<file path="src/design/tpcrq_pkg.sv">
// Package for the two-phase-commit ring queue: word types, operation codes,
// controller states and the command/status structs.
// No dependencies.
package tpcrq_pkg;

   localparam int QUEUE_ITEMS_DEF = 15;
   localparam int ITEM_W          = 32;

   typedef enum logic [1:0] {
      FUNC_PUSH        = 2'd0,
      FUNC_PUSH_COMMIT = 2'd1,
      FUNC_POP         = 2'd2,
      FUNC_POP_COMMIT  = 2'd3
   } func_type;

   typedef struct packed {
      func_type            func;
      logic [ITEM_W-1:0]   item_in;
   } req_word_type;

   typedef struct packed {
      logic                accepted;
      logic [ITEM_W-1:0]   item_out;
      logic                is_empty;
      logic                is_full;
   } rsp_word_type;

   typedef enum logic {
      CTRL_IDLE = 1'b0,
      CTRL_READ = 1'b1
   } ctrl_state_type;

   typedef struct packed {
      logic exec;        // carry out the operation of the word on the input
      logic finish_pop;  // load the read slot into the result register
   } cmd_type;

   typedef struct packed {
      logic empty;
      logic out_valid;
   } status_type;

endpackage

</file>
<file path="src/design/tpcrq_ctrl.sv">
// Controller for the ring queue: input handshake and pop sequencing.
// Depends on tpcrq_pkg.
module tpcrq_ctrl
   import tpcrq_pkg::*;
(
   input  logic       clock,
   input  logic       reset,
   input  logic       req_valid,
   output logic       req_ready,
   input  func_type   req_func,
   input  logic       rsp_ready,
   input  status_type status,
   output cmd_type    cmd
);

   ctrl_state_type state_ff, state_in;

   always_ff @(posedge clock) begin
      if (reset) begin
         state_ff <= CTRL_IDLE;
      end else begin
         state_ff <= state_in;
      end
   end

   always_comb begin
      state_in       = state_ff;
      req_ready      = 1'b0;
      cmd            = '0;
      unique case (state_ff)
         CTRL_IDLE: begin
            // take a word when the result register is free or drains now
            req_ready = !status.out_valid || rsp_ready;
            cmd.exec  = req_valid && req_ready;
            if (cmd.exec && req_func == FUNC_POP && !status.empty) begin
               state_in = CTRL_READ;
            end
         end
         CTRL_READ: begin
            cmd.finish_pop = 1'b1;
            state_in       = CTRL_IDLE;
         end
         default: begin
            state_in = CTRL_IDLE;
         end
      endcase
   end

endmodule

</file>
<file path="src/design/tpcrq_datapath.sv">
// Datapath for the ring queue: slot memory, committed and shadow pointers,
// result register. Depends on tpcrq_pkg.
module tpcrq_datapath
   import tpcrq_pkg::*;
#(
   parameter int QUEUE_ITEMS = QUEUE_ITEMS_DEF
) (
   input  logic         clock,
   input  logic         reset,
   input  req_word_type req_word,
   input  cmd_type      cmd,
   output status_type   status,
   output logic         rsp_valid,
   input  logic         rsp_ready,
   output rsp_word_type rsp_word
);

   localparam int RING  = QUEUE_ITEMS + 1;
   localparam int PTR_W = (RING > 1) ? $clog2(RING) : 1;

   logic [ITEM_W-1:0] slots [RING];
   logic [ITEM_W-1:0] rd_data_ff;

   logic [PTR_W-1:0] head_ff, head_in, tail_ff, tail_in;
   logic [PTR_W-1:0] shadow_head_ff, shadow_head_in;
   logic [PTR_W-1:0] shadow_tail_ff, shadow_tail_in;
   logic             out_valid_ff, out_valid_in;
   rsp_word_type     rsp_word_ff, rsp_word_in;
   logic             wr_en, rd_en, load_res, full, empty;

   function automatic logic [PTR_W-1:0] ring_next(input logic [PTR_W-1:0] p);
      return (p == PTR_W'(RING - 1)) ? '0 : p + 1'b1;
   endfunction

   assign full  = (ring_next(tail_ff) == head_ff);
   assign empty = (head_ff == tail_ff);

   always_comb begin
      head_in        = head_ff;
      tail_in        = tail_ff;
      shadow_head_in = shadow_head_ff;
      shadow_tail_in = shadow_tail_ff;
      wr_en          = 1'b0;
      rd_en          = 1'b0;
      load_res       = 1'b0;
      rsp_word_in    = rsp_word_ff;
      if (cmd.exec) begin
         load_res             = 1'b1;
         rsp_word_in.accepted = 1'b1;
         rsp_word_in.item_out = '0;
         unique case (req_word.func)
            FUNC_PUSH: begin
               rsp_word_in.accepted = !full;
               if (!full) begin
                  wr_en          = 1'b1;
                  shadow_tail_in = ring_next(tail_ff);
               end
            end
            FUNC_PUSH_COMMIT: tail_in = shadow_tail_ff;
            FUNC_POP: begin
               // a hit waits for the registered slot read
               rsp_word_in.accepted = 1'b0;
               if (!empty) begin
                  rd_en          = 1'b1;
                  load_res       = 1'b0;
                  shadow_head_in = ring_next(head_ff);
               end
            end
            FUNC_POP_COMMIT: head_in = shadow_head_ff;
            default: ;
         endcase
         rsp_word_in.is_empty = (head_in == tail_in);
         rsp_word_in.is_full  = (ring_next(tail_in) == head_in);
      end else if (cmd.finish_pop) begin
         load_res             = 1'b1;
         rsp_word_in.accepted = 1'b1;
         rsp_word_in.item_out = rd_data_ff;
         rsp_word_in.is_empty = empty;
         rsp_word_in.is_full  = full;
      end
      out_valid_in = load_res || (out_valid_ff && !rsp_ready);
   end

   always_ff @(posedge clock) begin
      if (wr_en) begin
         slots[tail_ff] <= req_word.item_in;
      end
      if (rd_en) begin
         rd_data_ff <= slots[head_ff];
      end
   end

   always_ff @(posedge clock) begin
      if (reset) begin
         head_ff        <= '0;
         tail_ff        <= '0;
         shadow_head_ff <= '0;
         shadow_tail_ff <= '0;
         out_valid_ff   <= 1'b0;
      end else begin
         head_ff        <= head_in;
         tail_ff        <= tail_in;
         shadow_head_ff <= shadow_head_in;
         shadow_tail_ff <= shadow_tail_in;
         out_valid_ff   <= out_valid_in;
      end
   end

   always_ff @(posedge clock) begin
      rsp_word_ff <= rsp_word_in;
   end

   assign status.empty     = empty;
   assign status.out_valid = out_valid_ff;
   assign rsp_valid        = out_valid_ff;
   assign rsp_word         = rsp_word_ff;

endmodule

</file>
<file path="src/design/two_phase_commit_ring_queue.sv">
// Two-phase-commit ring queue of QUEUE_ITEMS item words (QUEUE_ITEMS+1 slots).
// Operations arrive on req_ (valid/ready) as req_word.func plus req_word.item_in:
// push, push commit, pop, pop commit. A push writes at the committed tail and
// stages the tail; a pop reads at the committed head and stages the head; each
// commit copies the staged pointer into the committed one.
// Every accepted word yields one result word on rsp_ (valid/ready): accepted,
// item_out (zero unless a pop hit), and the empty and full flags after the step.
// Push, both commits and a pop on an empty queue give their result in the
// cycle after acceptance; a pop that finds an item passes through the slot
// memory's registered read port first. Throughput: one word per cycle while the
// receiver keeps up, except that a hitting pop holds the input in CTRL_READ.
// The result register frees the input side: a new word is taken in the same
// cycle as the waiting result leaves. While the receiver stalls, the result
// holds and req_ready stays low.
// Reset clears the pointers and the result valid; slot contents are left as
// they are and are only defined once written.
module two_phase_commit_ring_queue
   import tpcrq_pkg::*;
#(
   parameter int QUEUE_ITEMS = QUEUE_ITEMS_DEF
) (
   input  logic         clock,
   input  logic         reset,
   input  logic         req_valid,
   output logic         req_ready,
   input  req_word_type req_word,
   output logic         rsp_valid,
   input  logic         rsp_ready,
   output rsp_word_type rsp_word
);

   cmd_type    cmd;
   status_type status;

   tpcrq_ctrl u_ctrl (
      .clock     (clock),
      .reset     (reset),
      .req_valid (req_valid),
      .req_ready (req_ready),
      .req_func  (req_word.func),
      .rsp_ready (rsp_ready),
      .status    (status),
      .cmd       (cmd)
   );

   tpcrq_datapath #(
      .QUEUE_ITEMS (QUEUE_ITEMS)
   ) u_datapath (
      .clock     (clock),
      .reset     (reset),
      .req_word  (req_word),
      .cmd       (cmd),
      .status    (status),
      .rsp_valid (rsp_valid),
      .rsp_ready (rsp_ready),
      .rsp_word  (rsp_word)
   );

endmodule

</file>
<file path="config.mk">
export PLATFORM = sky130hd
export DESIGN_NAME = two_phase_commit_ring_queue
export DESIGN_NICKNAME = d
export VERILOG_FILES = /design/src/design/tpcrq_pkg.sv /design/src/design/tpcrq_ctrl.sv /design/src/design/tpcrq_datapath.sv /design/src/design/two_phase_commit_ring_queue.sv
export SDC_FILE = /design/constraint.sdc
export NUM_CORES = 1
export LEC_CHECK = 0
export ABC_AREA = 0
export BUFFER_PORTS_ARGS = -buffer_cell sky130_fd_sc_hd__buf_4
export CORE_ASPECT_RATIO = 1.1
export CORE_MARGIN = 2
export CORE_UTILIZATION = 50
export DETAILED_ROUTE_END_ITERATION = 10
export GPL_TIMING_DRIVEN = 1
export PLACE_DENSITY = 0.66
export SETUP_SLACK_MARGIN = 0.4
export SLEW_MARGIN = 20
export SYNTH_ARGS = -nofsm -noshare
export SYNTH_HDL_FRONTEND = slang
export SYNTH_HIERARCHICAL = 1
export SYNTH_SLANG_ARGS = --single-unit
</file>
<file path="constraint.sdc">
create_clock -name clock -period 5.1 [get_ports clock]
set_input_delay 0.51 -clock clock [delete_from_list [all_inputs] [get_ports clock]]
set_output_delay 0.51 -clock clock [all_outputs]
set_load 0.03 [all_outputs]
</file>
# After elaboration in Yosys (flattened, before gate mapping)
# Memory sizes are Yosys's and may differ from the RTL's. A register that Yosys moved wholly into a read port is not among the register bits.
# Index checks and enable logic that the tools add are counted.
[word_totals]
n_memories = 1
ff_bits = 53
ramBits = 512
inputBits = 38
[op_classes]
bitwise = 3
addsub = 3
n_mux = 27
eq_ne = 10
reduce_logical = 14
[mem_list]
columns = ["name", "depth", "width", "rd", "rd_clocked_by_memory_dff", "wr", "line", "source"]
rows = [
  ["u_datapath.slots", 16, 32, 1, 1, 1, "tpcrq_datapath.sv:21", "logic [ITEM_W-1:0] slots [RING];"],
]
[ops]
columns = ["cell", "count"]
rows = [
  ["two-way mux 35 bit", 2],
  ["two-way mux 4 bit", 7],
  ["== test 4 bit", 4],
  ["two-way mux 1 bit", 16],
  ["adder 4 x 1 -> 4 bit, second input constant", 3],
  ["== test 4 bit, second input constant", 3],
  ["AND reduction 3 bit", 2],
  ["== test 2 bit, second input constant", 2],
  ["logical AND 1 bit", 4],
  ["zero test 1 bit", 4],
  ["one-hot mux 1 bit (2 select lines)", 2],
  ["inverter 1 bit", 3],
  ["== test 2 x 1 -> 1 bit, second input constant", 1],
  ["zero test 2 bit", 1],
  ["logical OR 1 bit", 2],
  ["nonzero test 2 bit", 1],
]

# Logic depth before layout (Yosys ltp)
[logic_depth]
word_depth = 9
mapped_depth = 9
mapped_depth_nobuf = 7

# Cells and area by module
# Netlist, hierarchy kept.
[by_module_without_submodules]
columns = ["module", "cells_per_inst", "n_inst", "area_each_um2"]
rows = [
  ["tpcrq_datapath", 1187, 1, 23193.5],
  ["tpcrq_ctrl", 7, 1, 70.1],
]

# Worst setup path after synthesis
# OpenSTA, ideal clock, no wires.
[synth_path]
path_kind = "reg2reg"
start = "register u_datapath.out_valid_ff, in the netlist u_datapath/rsp_valid"
end = "memory u_datapath.slots[12][0], enable pin"
n_path_buf = 2
path_slack_ps = 1964
t_required_ps = 4708
arrival_time_ps = 2743
synth_period_minus_slack_ps = 3136
path_stages_with_launch = 9
cell_sequence = "dfxtp_1 -> buf_4 -> nor2b_1 -> nor3b_1 -> inv_1 -> or3_1 -> nor2_4 -> buf_6 -> and3_1"
[synth_lines]
columns = ["item", "line", "source"]
rows = [
  ["start: declaration", "tpcrq_datapath.sv:27", "logic out_valid_ff, out_valid_in;"],
  ["start signal: assignment", "tpcrq_datapath.sv:105", "out_valid_ff <= out_valid_in;"],
  ["end: declaration", "tpcrq_datapath.sv:21", ""],
]

# Final worst setup path
[layout_path]
start = "register u_datapath.tail_ff[1]"
end = "memory u_datapath.slots[7][19], enable pin"
[layout_via]
elab_chain_cells = 8
word_cells_on_any_way = 9
cone_classes = "add/sub (1); eq/ne (2); mux (6)"
[layout_rtl]
columns = ["item", "line", "source"]
rows = [
  ["start: declaration", "tpcrq_datapath.sv:24", "logic [PTR_W-1:0] head_ff, head_in, tail_ff, tail_in;"],
  ["start signal: assignment", "tpcrq_datapath.sv:102", "tail_ff <= tail_in;"],
  ["adder 4 x 1 -> 4 bit or == test 4 bit (tied branches)", "tpcrq_datapath.sv:32", "return (p == PTR_W'(RING - 1)) ? '0 : p + 1'b1;"],
  ["two-way mux 4 bit", "tpcrq_datapath.sv:32", ""],
  ["== test 4 bit", "tpcrq_datapath.sv:35", "assign full = (ring_next(tail_ff) == head_ff);"],
  ["two-way mux 1 bit", "tpcrq_datapath.sv:54", "if (!full) begin"],
  ["two-way mux 1 bit", "tpcrq_datapath.sv:51", "unique case (req_word.func)"],
  ["two-way mux 1 bit", "tpcrq_datapath.sv:47", "if (cmd.exec) begin"],
  ["two-way mux 1 bit", "tpcrq_datapath.sv:85", "if (wr_en) begin"],
  ["two-way mux 1 bit (not written as such)", "tpcrq_datapath.sv:86", "slots[tail_ff] <= req_word.item_in;"],
]
# Parallel ways exist; a longest one is shown, timed or not.

==> metrics.txt <==
Starting Density 50.8%; GRT Util Overall 19.9%; Post-Place Cell Area 24300 um2; Max Clk Rate 304 MHz; Post-Place Cells 1793; layout cells sized above 1 26.2%; biggest area consumer among synthesized cells edfxtp_1; Non-Filler Instances 1900; cts bufs inserted 57; Arr. time, crit path 3.51 ns; global placement routability congestion 0.867; Area contributors post-synth edfxtp_1 71%, mux4_2 12%, dfxtp_1 4.3%; Max IR drop VDD 0.000309 V; full die area 48300 um2; minimum clock period 3.29 ns; reg-to-reg slack, setup 1.81 ns; most common cell after layout, fill and taps aside edfxtp_1; power density over cell area 386 nW/um2; Resized Gates After CTS 0; Fin. Hold Viols 0; EDFF count, synth 547; Worst R2R Start u_datapath/tail_ff[1]; Synth Net Count 1238; first-pass GRT wire length 71500 um; Pwr Total 10.1 mW; initial antenna violation count 0; clock sink count 597; CTS Buffer Depth 3; CTS tree done; DIE WIDTH 210 um; mean post-synth cell area 19.5 um2; # setup viols final 0; Initial DRT Pass Iterations 5; post-synth top area share 70.6%; Leak Pwr 8.31 nW; antenna diode count 0; Synth Warn # 6; CP required 5.31 ns; fraction of registers with async set/reset 0%; Cell Rows 82; Setup crit start kind flip-flop; worst r2r path cells 6; Critical R2R Capture u_datapath/slots[7][19]; crit-path max FO 32; max-slew violations 0; final period utilization 64.6%; crit path launch u_datapath/tail_ff[1]; Worst Hold Class input port to flip-flop; vias per inst 5.93; CTS Root Cell clkbuf_16; nature of the critical path endpoint flip-flop; Final Net Count 1308; worst skew pair latency 0.62 ns; Synth Register Bits 597; Place WS 1.77 ns; Synth Flop Type edfxtp_1; H-tree depth 2; drt drc 0; post-route design area 26200 um2; Max Cap Violations 0; Vias 11300; worst rel slew slack 29.3%; wire per inst 24.8 um; die height 230 um; total grt overflow 0; Worst Skew 0.0253 ns; io pins 75; DRT iter0 DRCs 866; status completed; RSZ-0062 raised after global routing no; synthesized cell area 23300 um2; Final WS setup 1.81 ns; Core Area 45800 um2; number of hold buffers added after CTS 0; post-CTS setup buffers 0; Util after Layout 57.3%; Critical Path Sink u_datapath/slots[7][19]; Sum Neg Setup Slack 0 ns; Least-Margin Pin Slew 1.06 ns; Final ANT Viol Nets 0; DPL Wire Length 25800 um; largest net degree at the start of global routing 78; Distinct cells, synth 62; final WL 47100 um; CP Class flip-flop to flip-flop; Clk pin slew, worst setup/hold paths 0.06 ns; Synth Instances 1194; most frequent cells in the layout 547 x edfxtp_1, 128 x mux4_2, 88 x buf_4; post-synthesis sequential area ratio 74.9%; Port Buffers 74; Syn-to-layout area delta 12.7%; via count of the first global-routing pass 11500; hold slack final 0.189 ns
[area by class of cell]
| cell class | instances | area, um2 |
|---|---|---|
| Clock buffer | 77 | 1570 |
| Clock inverter | 30 | 350 |
| Fill cell | 3445 | 19500 |
| Inverter | 6 | 22.5 |
| Multi-Input combinational cell | 513 | 5420 |
| Sequential cell | 597 | 17400 |
| Tap cell | 588 | 736 |
| Timing Repair Buffer | 89 | 681 |
[worst min-delay path by stage]
stage,startpoint,to,slack (ns),depth (start not counted)
finish,rsp_ready,u_datapath/rsp_valid,0.19,3
global placement,u_datapath/rd_data_ff[23],u_datapath/rsp_word[25],0.46,2
CTS,rsp_ready,u_datapath/rsp_valid,0.16,3
global route,req_valid,u_ctrl/state_ff,0.19,2
floorplan,u_datapath/rd_data_ff[0],u_datapath/rsp_word[2],0.46,2
detailed placement,u_datapath/rd_data_ff[18],u_datapath/rsp_word[20],0.47,2
[power breakdown]
part	total (mW)	leakage (nW)	internal, mW	switching [mW]
registers	5.41	5.33	5.38	0.0245
clock network	4.30	0.929	2.52	1.78
logic	0.418	2.05	0.149	0.269
[layer usage]
metal	track usage (%)	routed length, um	part of all wire (%)	vias to the layer above
met5	0	0	0	-
met4	6.23	1170	2.5	0
met3	3.25	2690	5.7	82
met2	32.4	22900	49	351
met1	27.9	20300	43	5870
li1	-	-	-	4970
[cell usage after synthesis, drive strengths merged (3+ instances only)]
cell type	number
a211o	5
a211oi	39
a21oi	10
a31oi	35
and3	19
buf	45
clkbuf	33
dfxtp	50
edfxtp	547
ha	6
inv	6
mux2	3
mux2i	40
mux4	128
nand2	70
nand2b	3
nand3	4
nor2	52
nor2b	35
nor3	4
o21ai	6
o221ai	5
or2	3
xnor2	5
xor2	6
[state kept, by name, summed over array words and instances, names as in the netlist]
signal	cells
u_datapath/rd_data_ff	32
u_datapath/rsp_valid	1
u_ctrl/state_ff	1
u_datapath/tail_ff	4
u_datapath/head_ff	4
u_datapath/slots	512
u_datapath/rsp_word	35
u_datapath/shadow_head_ff	4
u_datapath/shadow_tail_ff	4
[kinds of logic (layout without fill, tap and decap cells)]
family | count (synthesis) | after routing | synth area share [%]
flops | 597 | 597 | 74.9
compound gates | 115 | 115 | 3.52
simple gates | 209 | 209 | 4.56
mux | 171 | 171 | 14.3
xor+xnor | 12 | 12 | 0.516
buf+inv | 84 | 202 | 1.92
fa+ha+maj | 6 | 6 | 0.323
[worst max-delay path, stage by stage, from the launching register on]
cell and delay [ns]:
dfxtp_1 0.59, ha_1 0.42, a21o_1 0.17, a211oi_1 0.11
o2111a_2 0.33, nor2_4 0.31, and3_2 0.96
No activity file was read; power rests on OpenSTA's default activity.
